===== config.mk =====
export PLATFORM = sky130hd
export DESIGN_NAME = mx4p_merge
export DESIGN_NICKNAME = d
export VERILOG_FILES = /design/src/rtl/mx4p_pkg.sv /design/src/rtl/mx4p_merge.sv
export SDC_FILE = /design/constraint.sdc
export NUM_CORES = 1
export LEC_CHECK = 0
export ABC_AREA = 1
export BUFFER_PORTS_ARGS = -buffer_cell sky130_fd_sc_hd__buf_2
export CORE_AREA = 2 2 157 159
export DETAILED_ROUTE_END_ITERATION = 6
export DIE_AREA = 0 0 159 161
export PLACE_DENSITY = 0.48
export SYNTH_ARGS = -nofsm -noshare
export SYNTH_HDL_FRONTEND = slang
export SYNTH_SLANG_ARGS = --single-unit

===== constraint.sdc =====
create_clock -name clk -period 1.1 [get_ports clk]
set_clock_uncertainty 0.2 [all_clocks]
set_input_delay 0.22 -clock clk [delete_from_list [all_inputs] [get_ports clk]]
set_output_delay 0.22 -clock clk [all_outputs]
set_load 0.005 [all_outputs]

===== src/rtl/mx4p_pkg.sv =====
// shared types and codes for the 4x4 matrix product block
package mx4p_pkg;

	localparam int MX4P_DIM    = 4;
	localparam int MX4P_WORD_W = 32;
	localparam int MX4P_PROD_W = 2 * MX4P_WORD_W;
	localparam int MX4P_SUM_W  = MX4P_PROD_W + 2;

	typedef logic signed [MX4P_WORD_W-1:0] mx4p_word_t;
	typedef logic signed [MX4P_SUM_W-1:0]  mx4p_sum_t;

	typedef logic [1:0] mx4p_mode_t;
	localparam mx4p_mode_t MODE_LOAD   = 2'd0;
	localparam mx4p_mode_t MODE_FULL   = 2'd1;
	localparam mx4p_mode_t MODE_AFFINE = 2'd2;

	localparam logic [1:0] ROW_TRANSLATE = 2'd3;

	// per-lane stage enables
	typedef struct packed {
		logic en_s1;
		logic en_s2;
	} mx4p_lane_ctl_t;

	// request info carried alongside the lane data
	typedef struct packed {
		logic [1:0] row;
		logic       affine;
	} mx4p_meta_t;

endpackage


===== src/rtl/mx4p_merge.sv =====
// scales and clips the lane sums and holds the result register
module mx4p_merge #(
	parameter int FRAC_BITS = 16
) (
	input  logic                 clk,
	input  logic                 arst_n,
	input  logic                 load,
	input  logic                 v_in,
	input  mx4p_pkg::mx4p_meta_t meta_s2,
	input  mx4p_pkg::mx4p_sum_t  sum_s2 [mx4p_pkg::MX4P_DIM],
	output logic                 out_valid,
	output logic [1:0]           out_row,
	output mx4p_pkg::mx4p_word_t res_x,
	output mx4p_pkg::mx4p_word_t res_y,
	output mx4p_pkg::mx4p_word_t res_z,
	output mx4p_pkg::mx4p_word_t res_w,
	output logic                 saturated
);
	import mx4p_pkg::*;

	localparam mx4p_word_t ONE     = mx4p_word_t'(1) <<< FRAC_BITS;
	localparam mx4p_word_t MAX_VAL = {1'b0, {(MX4P_WORD_W-1){1'b1}}};
	localparam mx4p_word_t MIN_VAL = {1'b1, {(MX4P_WORD_W-1){1'b0}}};

	mx4p_sum_t  shifted [MX4P_DIM];
	mx4p_word_t clip    [MX4P_DIM];
	logic       ovf     [MX4P_DIM];
	mx4p_word_t w_c;
	logic       sat_c;

	always_comb begin
		for (int c = 0; c < MX4P_DIM; c++) begin
			shifted[c] = sum_s2[c] >>> FRAC_BITS;
			ovf[c] = !((&shifted[c][MX4P_SUM_W-1:MX4P_WORD_W-1]) ||
				!(|shifted[c][MX4P_SUM_W-1:MX4P_WORD_W-1]));
			if (!ovf[c]) begin
				clip[c] = shifted[c][MX4P_WORD_W-1:0];
			end else if (shifted[c][MX4P_SUM_W-1]) begin
				clip[c] = MIN_VAL;
			end else begin
				clip[c] = MAX_VAL;
			end
		end
		// affine w is a constant and never clips
		sat_c = ovf[0] || ovf[1] || ovf[2];
		if (meta_s2.affine) begin
			w_c = (meta_s2.row == ROW_TRANSLATE) ? ONE : '0;
		end else begin
			w_c   = clip[3];
			sat_c = sat_c || ovf[3];
		end
	end

	always_ff @(posedge clk or negedge arst_n) begin
		if (!arst_n) begin
			out_valid <= 1'b0;
		end else if (load) begin
			out_valid <= v_in;
		end
	end

	always_ff @(posedge clk) begin
		if (load && v_in) begin
			out_row   <= meta_s2.row;
			res_x     <= clip[0];
			res_y     <= clip[1];
			res_z     <= clip[2];
			res_w     <= w_c;
			saturated <= sat_c;
		end
	end

endmodule


---- Yosys cells after proc, flatten, opt, wreduce, memory -nomap -nowiden ----
Cells that the tools add are included.
word-level totals
  bits in registers ....................... 132
  bits of input ports ..................... 271
  output and inout bits ................... 132
  logic and storage cells ................. 43
cells by class
  equality and inequality tests ........... 1
  mux-type cells .......................... 11
  reductions and logical operators ........ 24
operators by type and width
  operator            count
  $mux 32             9
  $reduce_and 19->1   4
  $reduce_or 19->1    4
  $mux 17             1
  $logic_not 1->1     8
  $logic_or 1x1->1    7
  $eq 2x2->1 const B  1
  $logic_and 1x1->1   1
  $mux 1              1

---- Depth between registers and ports, before layout ----
  depth after elaboration ................. 8
  gate-level depth with buffers ........... 10
  depth with buffers taken out ............ 8

---- Worst setup path before layout ----
OpenSTA, ideal clock, no wires.
  path kind ............................... input to register
  from .................................... input port load
  to ...................................... register out_row[0], enable pin
  library setup time ...................... 0.484 ns
  arrival ................................. 2.802 ns
  data required time ...................... 0.416 ns
  setup slack ............................. -2.386 ns
  stages on the path ...................... 2
  path buffers ............................ 0
  path through ............................ nand2_1 > inv_1
between the ends
  cells in the longest elaborated chain, start to end .. 1
RTL lines
  item                  RTL line          text
  start, declared       mx4p_merge.sv:7   input logic load,
  $logic_and 1x1->1     mx4p_merge.sv:63  if (load && v_in) begin
  end signal, assigned  mx4p_merge.sv:64  out_row <= meta_s2.row;
  end, declared         mx4p_merge.sv:12  output logic [1:0] out_row,
Every way passes these cells.
A chain may end at the register's enable or synchronous reset.

---- Final worst setup path ----
  from .................................... register res_x[5]
  to ...................................... output port res_x[5]
RTL lines
  item                    RTL line          text
  start, declared         mx4p_merge.sv:13  output mx4p_pkg::mx4p_word_t res_x,
  start signal, assigned  mx4p_merge.sv:65  res_x <= clip[0];
No word-level cell between the ends.

==> impl_metrics.json <==
{
  "holdWs_ps": 71.9,
  "yosys-top-cells-count": "219 x nand2_1, 131 x edfxtp_1, 53 x nor2_1",
  "drive_gt1_share_pct": 60.9,
  "cts.sinks": 132,
  "synth_edf_count": 131,
  "dieArea_sq_um": 25600,
  "synth.net_count": 820,
  "floorplan.initialDensity_pct": 24.4,
  "antenna_found_initial": 0,
  "die_h_um": 161,
  "viasPerCell": 4.22,
  "postLayoutSetupSlackWorst_ps": -312,
  "critPathLaunchType": "flip-flop",
  "path_clk_slew_ps": 60,
  "ys_seq_area_share_pct": 67.8,
  "io_pins": 403,
  "violations": "negative setup slack",
  "netlist.area_leader.share_pct": 67.4,
  "holdCritStartpoint": "meta_s2[0]",
  "ir_worst_vdd_mv": 0.997,
  "synth_area_leaders": "edfxtp_1 67%, nand2_1 14%, nand2_2 4.6%",
  "htree_levels": 4,
  "wire_per_inst_um": 14.9,
  "crit_chain": "buf_2",
  "grt_max_degree": 21,
  "yosys.area.top_type": "edfxtp_1",
  "wirelength_mm": 21.1,
  "cp_top_family": "flip-flops",
  "clk_latency_ps": 410,
  "timing.fmax_ghz": 0.708,
  "yosys_warnings": 0,
  "critPathBufInv": 1,
  "cp_max_fo": 1,
  "via_count": 5977,
  "async_reset_ff_share_pct": 0.758,
  "grt_pass1_vias": 6151,
  "fin_setup_tns_ps": -45150,
  "drv_slew": 0,
  "final-hold-violation-count": 0,
  "die_w_um": 159,
  "ys_seq_elements": 132,
  "grt_pass1_wl_mm": 32.3,
  "status": "finished, violations left",
  "dr.pass1.iters": 4,
  "crit_required_ps": 680,
  "startpoint": "res_x[5]",
  "cts_tree": "built",
  "cp.arrival_ps": 990,
  "critPathMaxStageDelay_ps": 420,
  "min_period_over_period_pct": 128,
  "place.detailed.hpwl_mm": 13.8,
  "regToRegSetupSlack_ps": 290,
  "cellPowerDensity_nw_per_um2": 1200,
  "critical_path_class": "flip-flop to output port",
  "synth.avg_cell_area_sq_um": 10.6,
  "ant_nets": 0,
  "postLayoutCoreUtil_pct": 49.6,
  "leakage_nw": 4.97,
  "finalSetupViolCount": 257,
  "synth_top_flop_cell": "edfxtp_1",
  "cp-end-kind": "output port",
  "fin_crit_ps": 1410,
  "cts-root-buf": "clkbuf_16",
  "pre_cts_slack_ps": -665,
  "rows": 57,
  "yosysMostFrequentCell": "nand2_1",
  "gp_congestion": 0.760,
  "grt_setup_unrepaired": "yes",
  "coreArea_sq_um": 24000,
  "max_slew_margin_pct": 83.5,
  "maxCapViolCount": 0,
  "syn_area_sq_um": 5840,
  "drcViolationCount": 0,
  "grt_overflow": 0,
  "cts_buffers": 17,
  "antenna_cells": 0,
  "io_buffers": 338,
  "reg2reg_from": "out_valid",
  "synth_cell_types": 19,
  "nets": 1351,
  "track_usage_pct": 16.0,
  "hp-class": "primary input to flip-flop",
  "clock_path_buffers": 2,
  "areaGrowthSynthToFinish_pct": 104,
  "crit_slowest_cell": "edfxtp_1",
  "tightest_slew_ps": 246,
  "drt_first_iter_violations": 224,
  "syn_inst": 549
}
-- repair_timing --
action,in CTS,in global routing
endpoints found under the hold margin,131,0
endpoints found under the setup margin,257,257
gates resized for setup,137,133
pin swaps,51,58
setup buffers,22,3
cloned,15,2
hold buffers,133,0
-- kinds of logic after synthesis --
kind of cell | synth area share (%)
buffers and inverters | 4.37
flip-flops | 67.8
AO/OA/AOI/OAI | 2.91
AND/OR/NAND/NOR | 24.9
-- flip-flops by register name, summed over array words and instances (netlist names) --
name,flops
res_y,32
out_valid,1
res_x,32
saturated,1
res_z,32
out_row,2
res_w,32
-- layout make-up --
type | instances | area (sq um)
clock buffer | 18 | 429
clock inverter | 14 | 185
fill | 2155 | 12100
inverter | 8 | 33.8
multi-input combinational | 376 | 2440
sequential | 132 | 3960
tap | 324 | 405
timing repair buffer | 545 | 4440
-- power by group --
| part | internal [W] | leakage (nW) | switching [W] |
|---|---|---|---|
| combinational | 0.00129 | 3.46 | 0.000932 |
| sequential | 0.00591 | 1.22 | 0.0000878 |
| clock | 0.00378 | 0.289 | 0.00223 |
| total | 0.0110 | 4.97 | 0.00325 |
-- layout by cell type (no fill, tap or decap), types with 3 or more instances in the layout --
cell type,count
buf_2,290
dlygate4sd3_1,133
edfxtp_1,131
nand2_1,112
nand2_2,112
buf_6,60
nand2_4,35
a21oi_2,30
buf_12,25
nor2_1,21
buf_4,21
nor2_2,19
clkbuf_16,18
nor2_4,13
nand4_1,10
buf_8,9
inv_1,7
buf_16,6
nand3_2,4
nor3_2,4
clkinvlp_4,4
bufinv_16,4
nand2_8,3
nand3_1,3
clkinv_1,3
-- worst min-delay path, stage by stage --
cell and delay [ps]:
buf_2 200, a21oi_4 40, a21oi_2 100
-- layer usage --
metal | vias up | track usage (%) | routed length, um | share of wire (%)
met4 | 0 | 4.75 | 321 | 1.5
met3 | 24 | 4.34 | 1270 | 6.0
li1 | 2900 | - | - | -
met2 | 222 | 29.1 | 11100 | 53
met1 | 2831 | 18.5 | 8360 | 40
met5 | - | 0 | 0 | 0
-- worst paths after layout --
| kind | cells after the start | endpoint |
|---|---|---|
| max | 1 | res_x[5] |
| min reg2reg | 2 | out_valid |
| max reg2reg | 2 | out_valid |
| min | 3 | res_w[16] |
| min in group asynchronous | 3 | out_valid |
| max in group asynchronous | 3 | out_valid |
-- through the flow --
step / area (sq um) / power, W / cells
3_3_place_gp: 8530 / 0.00755 / 1224
3_5_place_dp: 8530 / 0.00756 / 1224
5_1_grt: 11900 / 0.0148 / 1417
4_1_cts: 11600 / 0.0143 / 1425
6_report: 11900 / 0.0142 / 1417
2_1_floorplan: 6200 / 0.00658 / 549
Power figures use the tool's default switching activity.
